`src/rtl/lbs_pkg.sv`:
```
// Shared types, constants and codes for the linear blend skinning unit.
package lbs_pkg;

	localparam int BONE_COUNT  = 128;
	localparam int FRAC_BITS   = 16;
	localparam int WEIGHT_BITS = 16;
	localparam int ROW_COUNT   = 3;
	localparam int COL_COUNT   = 4;
	localparam int WORD_W      = 32;
	localparam int PAL_DEPTH   = BONE_COUNT * ROW_COUNT;
	localparam int PAL_AW      = $clog2(PAL_DEPTH);
	localparam int ROW_W       = WORD_W * COL_COUNT;

	localparam logic [65:0] RND_HALF = 66'(1) << (FRAC_BITS - 1);
	localparam logic [64:0] FIN_HALF = 65'(1) << (WEIGHT_BITS - 1);
	localparam logic [31:0] S32_MAX  = 32'h7fff_ffff;
	localparam logic [31:0] S32_MIN  = 32'h8000_0000;
	localparam logic [63:0] S64_MAX  = 64'h7fff_ffff_ffff_ffff;
	localparam logic [63:0] S64_MIN  = 64'h8000_0000_0000_0000;

	typedef logic [PAL_AW-1:0] pal_addr_t;
	typedef logic [ROW_W-1:0]  pal_row_t;

	typedef enum logic {
		ACT_LOAD = 1'b0,
		ACT_SKIN = 1'b1
	} action_t;

	typedef struct packed {
		action_t            action;
		logic [6:0]         bone_index;
		logic [1:0]         matrix_row;
		logic               is_point;
		logic signed [31:0] vec_x;
		logic signed [31:0] vec_y;
		logic signed [31:0] vec_z;
		logic signed [31:0] row_offset;
		logic [16:0]        weight;
		logic               last_influence;
	} lbs_req_t;

	typedef struct packed {
		logic signed [31:0] out_x;
		logic signed [31:0] out_y;
		logic signed [31:0] out_z;
		logic               saturated;
	} lbs_rsp_t;

	typedef enum logic [3:0] {
		ST_IDLE,
		ST_READ,
		ST_MUL0,
		ST_MUL1,
		ST_MUL2,
		ST_SUM,
		ST_ROUND,
		ST_WMUL,
		ST_ACC,
		ST_EMIT
	} lbs_state_t;

	typedef enum logic [1:0] {
		MUL_C0,
		MUL_C1,
		MUL_C2,
		MUL_W
	} mul_op_t;

	typedef enum logic [1:0] {
		SUM_HOLD,
		SUM_LOAD,
		SUM_ADD
	} sum_op_t;

	typedef struct packed {
		mul_op_t    mul_op;
		sum_op_t    sum_op;
		logic       round_en;
		logic       acc_en;
		logic       emit_en;
		logic [1:0] row;
		logic       zero_mat;
	} lbs_ctrl_t;

	function automatic pal_addr_t pal_addr(input logic [6:0] bone, input logic [1:0] row);
		return pal_addr_t'(bone) * pal_addr_t'(ROW_COUNT) + pal_addr_t'(row);
	endfunction

endpackage

```
`src/rtl/lbs_row_unit.sv`:
```
// Skinning datapath: shared multiplier, row dot product, rounding, weighted accumulators.
module lbs_row_unit (
	input  logic               clk,
	input  logic               arst_n,
	input  lbs_pkg::lbs_ctrl_t ctrl,
	input  lbs_pkg::pal_row_t  row_data,
	input  logic signed [31:0] vec_x,
	input  logic signed [31:0] vec_y,
	input  logic signed [31:0] vec_z,
	input  logic [16:0]        weight,
	input  logic               is_point,
	output lbs_pkg::lbs_rsp_t  result
);

	typedef struct packed {
		logic [31:0] val;
		logic        clip;
	} fin_t;

	function automatic fin_t finish(input logic signed [63:0] s);
		logic signed [64:0] f;
		logic signed [64:0] f_sh;
		logic               fits;
		fin_t               r;
		f    = 65'(s) + $signed(lbs_pkg::FIN_HALF);
		f_sh = f >>> lbs_pkg::WEIGHT_BITS;
		fits = (&f_sh[64:31]) | ~(|f_sh[64:31]);
		r.clip = ~fits;
		r.val  = fits ? f_sh[31:0] : (f_sh[64] ? lbs_pkg::S32_MIN : lbs_pkg::S32_MAX);
		return r;
	endfunction

	lbs_pkg::pal_row_t  row_m;
	logic signed [31:0] mul_a;
	logic signed [31:0] mul_b;
	logic signed [63:0] prod_q;
	logic signed [65:0] dot_q;
	logic signed [31:0] t_q;
	logic signed [63:0] sum_x_q;
	logic signed [63:0] sum_y_q;
	logic signed [63:0] sum_z_q;
	logic               sat_q;

	logic signed [65:0] dot_rnd;
	logic signed [65:0] dot_sh;
	logic signed [31:0] off_sel;
	logic signed [66:0] tr;
	logic               tr_fits;
	logic [31:0]        t_clip;

	logic signed [63:0] acc_cur;
	logic signed [64:0] acc_sum;
	logic               acc_ovf;
	logic [63:0]        acc_new;

	fin_t fin_x;
	fin_t fin_y;
	fin_t fin_z;

	// bone beyond the palette reads as an all-zero matrix
	assign row_m = ctrl.zero_mat ? '0 : row_data;

	always_comb begin
		case (ctrl.mul_op)
			lbs_pkg::MUL_C0: begin
				mul_a = row_m[0*lbs_pkg::WORD_W +: lbs_pkg::WORD_W];
				mul_b = vec_x;
			end
			lbs_pkg::MUL_C1: begin
				mul_a = row_m[1*lbs_pkg::WORD_W +: lbs_pkg::WORD_W];
				mul_b = vec_y;
			end
			lbs_pkg::MUL_C2: begin
				mul_a = row_m[2*lbs_pkg::WORD_W +: lbs_pkg::WORD_W];
				mul_b = vec_z;
			end
			lbs_pkg::MUL_W: begin
				mul_a = t_q;
				mul_b = $signed({15'd0, weight});
			end
			default: begin
				mul_a = '0;
				mul_b = '0;
			end
		endcase
	end

	always_ff @(posedge clk) begin
		prod_q <= mul_a * mul_b;
	end

	always_ff @(posedge clk) begin
		case (ctrl.sum_op)
			lbs_pkg::SUM_LOAD: dot_q <= 66'(prod_q);
			lbs_pkg::SUM_ADD:  dot_q <= dot_q + 66'(prod_q);
			default:           dot_q <= dot_q;
		endcase
	end

	// round half up to Q(FRAC_BITS), add translation for points, clip to 32 bits
	always_comb begin
		dot_rnd = dot_q + $signed(lbs_pkg::RND_HALF);
		dot_sh  = dot_rnd >>> lbs_pkg::FRAC_BITS;
		off_sel = is_point ? row_m[3*lbs_pkg::WORD_W +: lbs_pkg::WORD_W] : '0;
		tr      = 67'(dot_sh) + 67'(off_sel);
		tr_fits = (&tr[66:31]) | ~(|tr[66:31]);
		t_clip  = tr_fits ? tr[31:0] : (tr[66] ? lbs_pkg::S32_MIN : lbs_pkg::S32_MAX);
	end

	always_ff @(posedge clk) begin
		if (ctrl.round_en) begin
			t_q <= t_clip;
		end
	end

	always_comb begin
		case (ctrl.row)
			2'd0:    acc_cur = sum_x_q;
			2'd1:    acc_cur = sum_y_q;
			2'd2:    acc_cur = sum_z_q;
			default: acc_cur = '0;
		endcase
		acc_sum = 65'(acc_cur) + 65'(prod_q);
		acc_ovf = acc_sum[64] ^ acc_sum[63];
		acc_new = acc_ovf ? (acc_sum[64] ? lbs_pkg::S64_MIN : lbs_pkg::S64_MAX) : acc_sum[63:0];
	end

	always_ff @(posedge clk or negedge arst_n) begin
		if (!arst_n) begin
			sum_x_q <= '0;
			sum_y_q <= '0;
			sum_z_q <= '0;
			sat_q   <= 1'b0;
		end else if (ctrl.emit_en) begin
			sum_x_q <= '0;
			sum_y_q <= '0;
			sum_z_q <= '0;
			sat_q   <= 1'b0;
		end else begin
			if (ctrl.round_en && !tr_fits) begin
				sat_q <= 1'b1;
			end
			if (ctrl.acc_en) begin
				if (acc_ovf) begin
					sat_q <= 1'b1;
				end
				case (ctrl.row)
					2'd0:    sum_x_q <= acc_new;
					2'd1:    sum_y_q <= acc_new;
					2'd2:    sum_z_q <= acc_new;
					default: sum_x_q <= sum_x_q;
				endcase
			end
		end
	end

	assign fin_x = finish(sum_x_q);
	assign fin_y = finish(sum_y_q);
	assign fin_z = finish(sum_z_q);

	assign result.out_x     = fin_x.val;
	assign result.out_y     = fin_y.val;
	assign result.out_z     = fin_z.val;
	assign result.saturated = sat_q | fin_x.clip | fin_y.clip | fin_z.clip;

endmodule

```
`config.mk`:
```
export PLATFORM = sky130hd
export DESIGN_NAME = lbs_row_unit
export DESIGN_NICKNAME = d
export VERILOG_FILES = /design/src/rtl/lbs_pkg.sv /design/src/rtl/lbs_row_unit.sv
export SDC_FILE = /design/constraint.sdc
export NUM_CORES = 2
export LEC_CHECK = 0
export CELL_PAD_IN_SITES_DETAIL_PLACEMENT = 2
export CELL_PAD_IN_SITES_GLOBAL_PLACEMENT = 2
export CORE_ASPECT_RATIO = 1.2
export CORE_UTILIZATION = 39
export CTS_BUF_LIST = sky130_fd_sc_hd__clkbuf_8
export CTS_CLUSTER_SIZE = 12
export DETAILED_ROUTE_END_ITERATION = 8
export DONT_BUFFER_PORTS = 1
export PLACE_DENSITY = 0.77
export SLEW_MARGIN = 20
export SYNTH_ARGS = -nofsm -noshare
export SYNTH_HDL_FRONTEND = slang
export SYNTH_SLANG_ARGS = --single-unit
```
`constraint.sdc`:
```
create_clock -name clk -period 11.4 [get_ports clk]
set_input_delay 0 -clock clk [delete_from_list [all_inputs] [get_ports clk]]
set_output_delay 0 -clock clk [all_outputs]
set_load 0.05 [all_outputs]
```
; ---- Yosys cells after proc, flatten, opt, wreduce, memory -nomap -nowiden
; Index checks and enable logic that the tools add are counted.
[totals]
elab_cells = 86
out_inout_bits = 97
input_bits = 254
ff_bits = 355
[classes]
n_mul = 1
bitwise_logic = 15
n_reduce_logical = 20
mux = 29
n_eq_ne = 7
addsub = 7
[op_table]
columns = operator, count
row1 = $mux 64, 11
row2 = $mux 32, 9
row3 = $pmux 32 s4, 2
row4 = $add 64x17->65 const B, 3
row5 = $pmux 64 s3, 1
row6 = $pmux 66 s2, 1
row7 = $mux 128, 1
row8 = $add 66x17->66 const B, 1
row9 = $add 66x64->66, 1
row10 = $add 64x64->65, 1
row11 = $mul 32x32->64, 1
row12 = $reduce_and 18->1, 3
row13 = $reduce_or 18->1, 3
row14 = $add 50x32->51, 1
row15 = $reduce_and 36->1, 1
row16 = $reduce_or 36->1, 1
row17 = $reduce_bool 2->1, 5
row18 = $eq 2x2->1 const B, 4
row19 = $not 1->1, 7
row20 = $or 1x1->1, 7
row21 = $eq 2x1->1 const B, 3
row22 = $reduce_and 2->1, 3
row23 = $logic_not 2->1, 2
row24 = $mux 1, 4
row25 = 3 further kinds, 3

; ---- Longest topological paths before layout
[logic_depth]
ltp_word = 12
depth_mapped = 36
ltp_nobuf = 32

; ---- Least setup slack after synthesis
; No wires, ideal clock.
[synth_timing]
kind = in2reg
from = input ctrl[8] (netlist bit)
to = register prod_q[62]
arrival_ns = 8.868
setup_time_ns = 0.072
path_stages = 30
path_buffers = 5
setup_slack_ns = 2.460
required_time_ns = 11.328
cell_sequence = clkbuf_1 > clkbuf_1 > buf_1 > mux2i_1 > nand2_1 > o21ai_1 > clkbuf_1 > nor2_1 > fa_1 > inv_1 > fa_1 > inv_1 > fa_1 > fa_1 > inv_1 > fa_1 > inv_1 > fa_1 > fa_1 > fa_1 > ha_1 > clkbuf_1 > a21o_1 > a21oi_1 > and3_1 > a21boi_1 > a221o_1 > o41a_1 > a311oi_1 > xnor2_1
[synth_via]
elab_chain_len = 3
[synth_lines]
columns = item, line
row1 = from (decl), lbs_row_unit.sv:5  ; input lbs_pkg::lbs_ctrl_t ctrl,
row2 = "$eq 2x2->1, or another cell as far along", lbs_row_unit.sv:64  ; case (ctrl.mul_op)
row3 = $pmux 32 s4, lbs_row_unit.sv:64
row4 = $mul 32x32->64 (*), lbs_row_unit.sv:89  ; prod_q <= mul_a * mul_b;
row5 = to (signal assigned), lbs_row_unit.sv:89
row6 = to (decl), lbs_row_unit.sv:36  ; logic signed [63:0] prod_q;
; Mark *: on every way between the ends. The rest lies on a longest branch, timed or not.
; A chain may end at the register's enable or synchronous reset.

; ---- Final worst setup path
[layout_timing]
from = register t_q[14]
to = register prod_q[61]
[layout_via]
elab_chain_len = 2
[layout_lines]
columns = item, line
row1 = from (decl), lbs_row_unit.sv:38  ; logic signed [31:0] t_q;
row2 = from (signal assigned), lbs_row_unit.sv:112  ; t_q <= t_clip;
row3 = $pmux 32 s4, lbs_row_unit.sv:64
row4 = $mul 32x32->64, lbs_row_unit.sv:89
; Every way passes these cells.

==> run summary <==
critical path arrival = 10,280 ps
hold crit path type = in2reg
layout net count = 9,172
maxcap violations = 0
Worst-Skew Late Latency = 740 ps
top cell type's share of synthesized area = 32.5%
WL/cell = 29.2 microns
Max Slew Vio Count = 0
post-CTS setup buffers = 0
Final Wtd Congestion = 0.947
vias per inst = 5.90
clock buffer count from CTS = 70
Overflow after GRT = 0
initial DRC count = 3,424
clock skew = 52.4 ps
FMAX = 103 MHz
most frequent cell on the critical path = fa_1
first-pass GRT wire length = 432,000 microns
Worst Path Max Fanout = 11
clk slew on worst S/H paths = 60 ps
Detailed Routing Iterations Pass 1 = 5
CTS H-tree depth = 3
Root Buffer Master = clkbuf_8
dominant synthesized flop cell = dfrtp_1
Net Count, Synth = 9,330
start of the worst register-to-register path = t_q[14]
beginning of the worst hold path = ctrl[2]
Fillers = 18,825
Area growth syn-to-layout = 6.63%
Synth Register Bits = 355
I/O Buffers = 0
Reg area = 9050 sq um
most frequent cells in the layout = fa_1 (1,085), inv_1 (1,031), nand2_1 (931), nor2_1 (763), ha_1 (367)
number of synthesized flops with an enable pin = 98
Crit path max-delay family = adder cells
multi-input logic area = 52,500 sq um
CP Capture Type = flip-flop
average cell area after synthesis = 8.77 sq um
CTS-repair resized insts = 0
fin crit period = 9680 ps
all-layer global routing usage = 33.0%
CP startpoint = t_q[14]
antenna violations before repair = 15
period utilization = 84.9%
CTS Sinks = 355
worst path buffer plus inverter count = 3
top cells by area, synth = fa_1 (33%), dfrtp_1 (7.2%), ha_1 (6.9%)
initial core utilization = 39.2%
status = finished clean
DRT Wirelength = 286,000 microns
Mapped Area = 66,800 sq um
layout cell share with drive strength beyond 1 = 7.94%
count of cell types in the netlist = 115
Crit-path slowest cell = o21a_1
Die Ht = 455 microns
drt drc = 0
Startpoint Class = flip-flop
row count = 166
unrepaired setup endpoints after global routing = false
sequential share of the synthesized area = 13.5%
asr flop ratio synth = 54.4%
die width = 380 microns
Core ar. = 170,000 sq um
die area = 173,000 sq um
# IOs = 351
setup_tns = 0 ps
Syn Inst Count = 7,623
Final setup viols = 0
worst relative slew slack = 22.1%
Synth warnings = 0
post-route ant nets = 0
Worst-Margin Slew = 1170 ps
clk buf depth = 3
pin count of the biggest net entering global routing = 194
critical setup path kind = reg2reg
CTS tree = done
cell taking the most area after synthesis = fa_1
Post-DP HPWL = 235,000 microns
most common cell after layout, fill and taps aside = fa_1
vias = 57,795
crit-path max cell delay = 610 ps
vias in the first global route = 66,893
Fin. Hold Viols = 0
CP required = 12,000 ps
## cell type report
class,count,share of cell area [%]
diodes,10,0.0351
clock buffers,85,1.64
clock inverters,41,0.611
inverters,1024,5.40
multi-input cells,5852,73.7
flip-flops and latches,355,12.7
well taps,2268,3.98
repair buffers,162,1.88
## stage by stage
| stage | setup WS, ps | cells | hold WS [ps] | cell area, sq um | util, % |
|---|---|---|---|---|---|
| 2_1_floorplan | 2460 | 7623 | -296 | 66800 | - |
| 3_3_place_gp | 1800 | 9639 | -269 | 69300 | 40.7 |
| 3_5_place_dp | 1580 | 9639 | -269 | 69300 | 40.7 |
| 4_1_cts | 1860 | 9784 | 15.6 | 71200 | 41.8 |
| 5_1_grt | 1520 | 9796 | 140 | 71300 | 41.8 |
| 6_report | 1720 | 9797 | 118 | 71300 | 41.8 |
## flip-flops by register name (all words and copies together) (netlist names)
register  count
sum_x_q      64
t_q          32
sum_z_q      64
sum_y_q      64
prod_q       64
dot_q        66
sat_q         1
## per-layer routing
| metal | part of all wire, % | global-route usage [%] | up-vias |
|---|---|---|---|
| met4 | 6.6 | 18.7 | 10 |
| met2 | 49 | 57.0 | 2093 |
| met5 | 0.027 | 0 | - |
| met3 | 6.0 | 5.23 | 760 |
| li1 | - | - | 24505 |
| met1 | 39 | 38.8 | 30427 |
## worst register-to-register path, delay by kind of cell (launching register included)
kind	cells	cell delay, ps
adder cells (fa/ha/maj)	9	4550
buffers and inverters	3	530
flip-flops	1	490
XOR/XNOR	1	130
AND/OR/NAND/NOR	3	650
AO/OA/AOI/OAI	11	3210
## cell usage after synthesis, drive strengths merged, types with 34 or more instances
cell type	n
a21o	176
nand4	81
fa	1085
nor2	769
a31oi	45
inv	1019
o21ai	318
nand2b	63
nor3	59
o21bai	38
nand2	933
xnor2	218
o21a	79
and3	76
nand3	160
a21boi	42
mux2	188
xor2	162
buf	66
dfxtp	64
dfrtp	193
edfxtp	98
a21oi	391
and2	75
ha	368
a211oi	34
clkbuf	326
mux2i	132
## what timing repair did
item | CTS | global route
hold buffers | 19 | 1
setup endpoints to repair | 0 | 0
hold endpoints to repair | 312 | 53
## final timing paths
| check | end | cells after the start | slack [ps] |
|---|---|---|---|
| setup / recovery | prod_q[61] | 27 | 1720 |
| hold / removal | sum_y_q[1] | 4 | 120 |
| setup reg to reg | prod_q[61] | 27 | 1720 |
| hold reg to reg | sum_z_q[1] | 2 | 500 |
| max in group asynchronous | sum_z_q[6] | 4 | 9870 |
| min in group asynchronous | sat_q | 3 | 470 |
## cell families (layout without fill, tap and decap cells)
group,Yosys count,in the layout,share of synthesized area [%]
flip-flops,355,355,13.5
other,0,10,0
AND/OR/NAND/NOR,2367,2367,15.9
multiplexers,323,323,5.27
XOR/XNOR,380,380,5.01
buffers and inverters,1416,1312,8.10
AO/OA/AOI/OAI,1328,1328,12.8
adder cells (fa/ha/maj),1454,1454,39.4
Power is not shown: default switching activity piles up to over one toggle a cycle in this logic, so the estimate is an artifact.
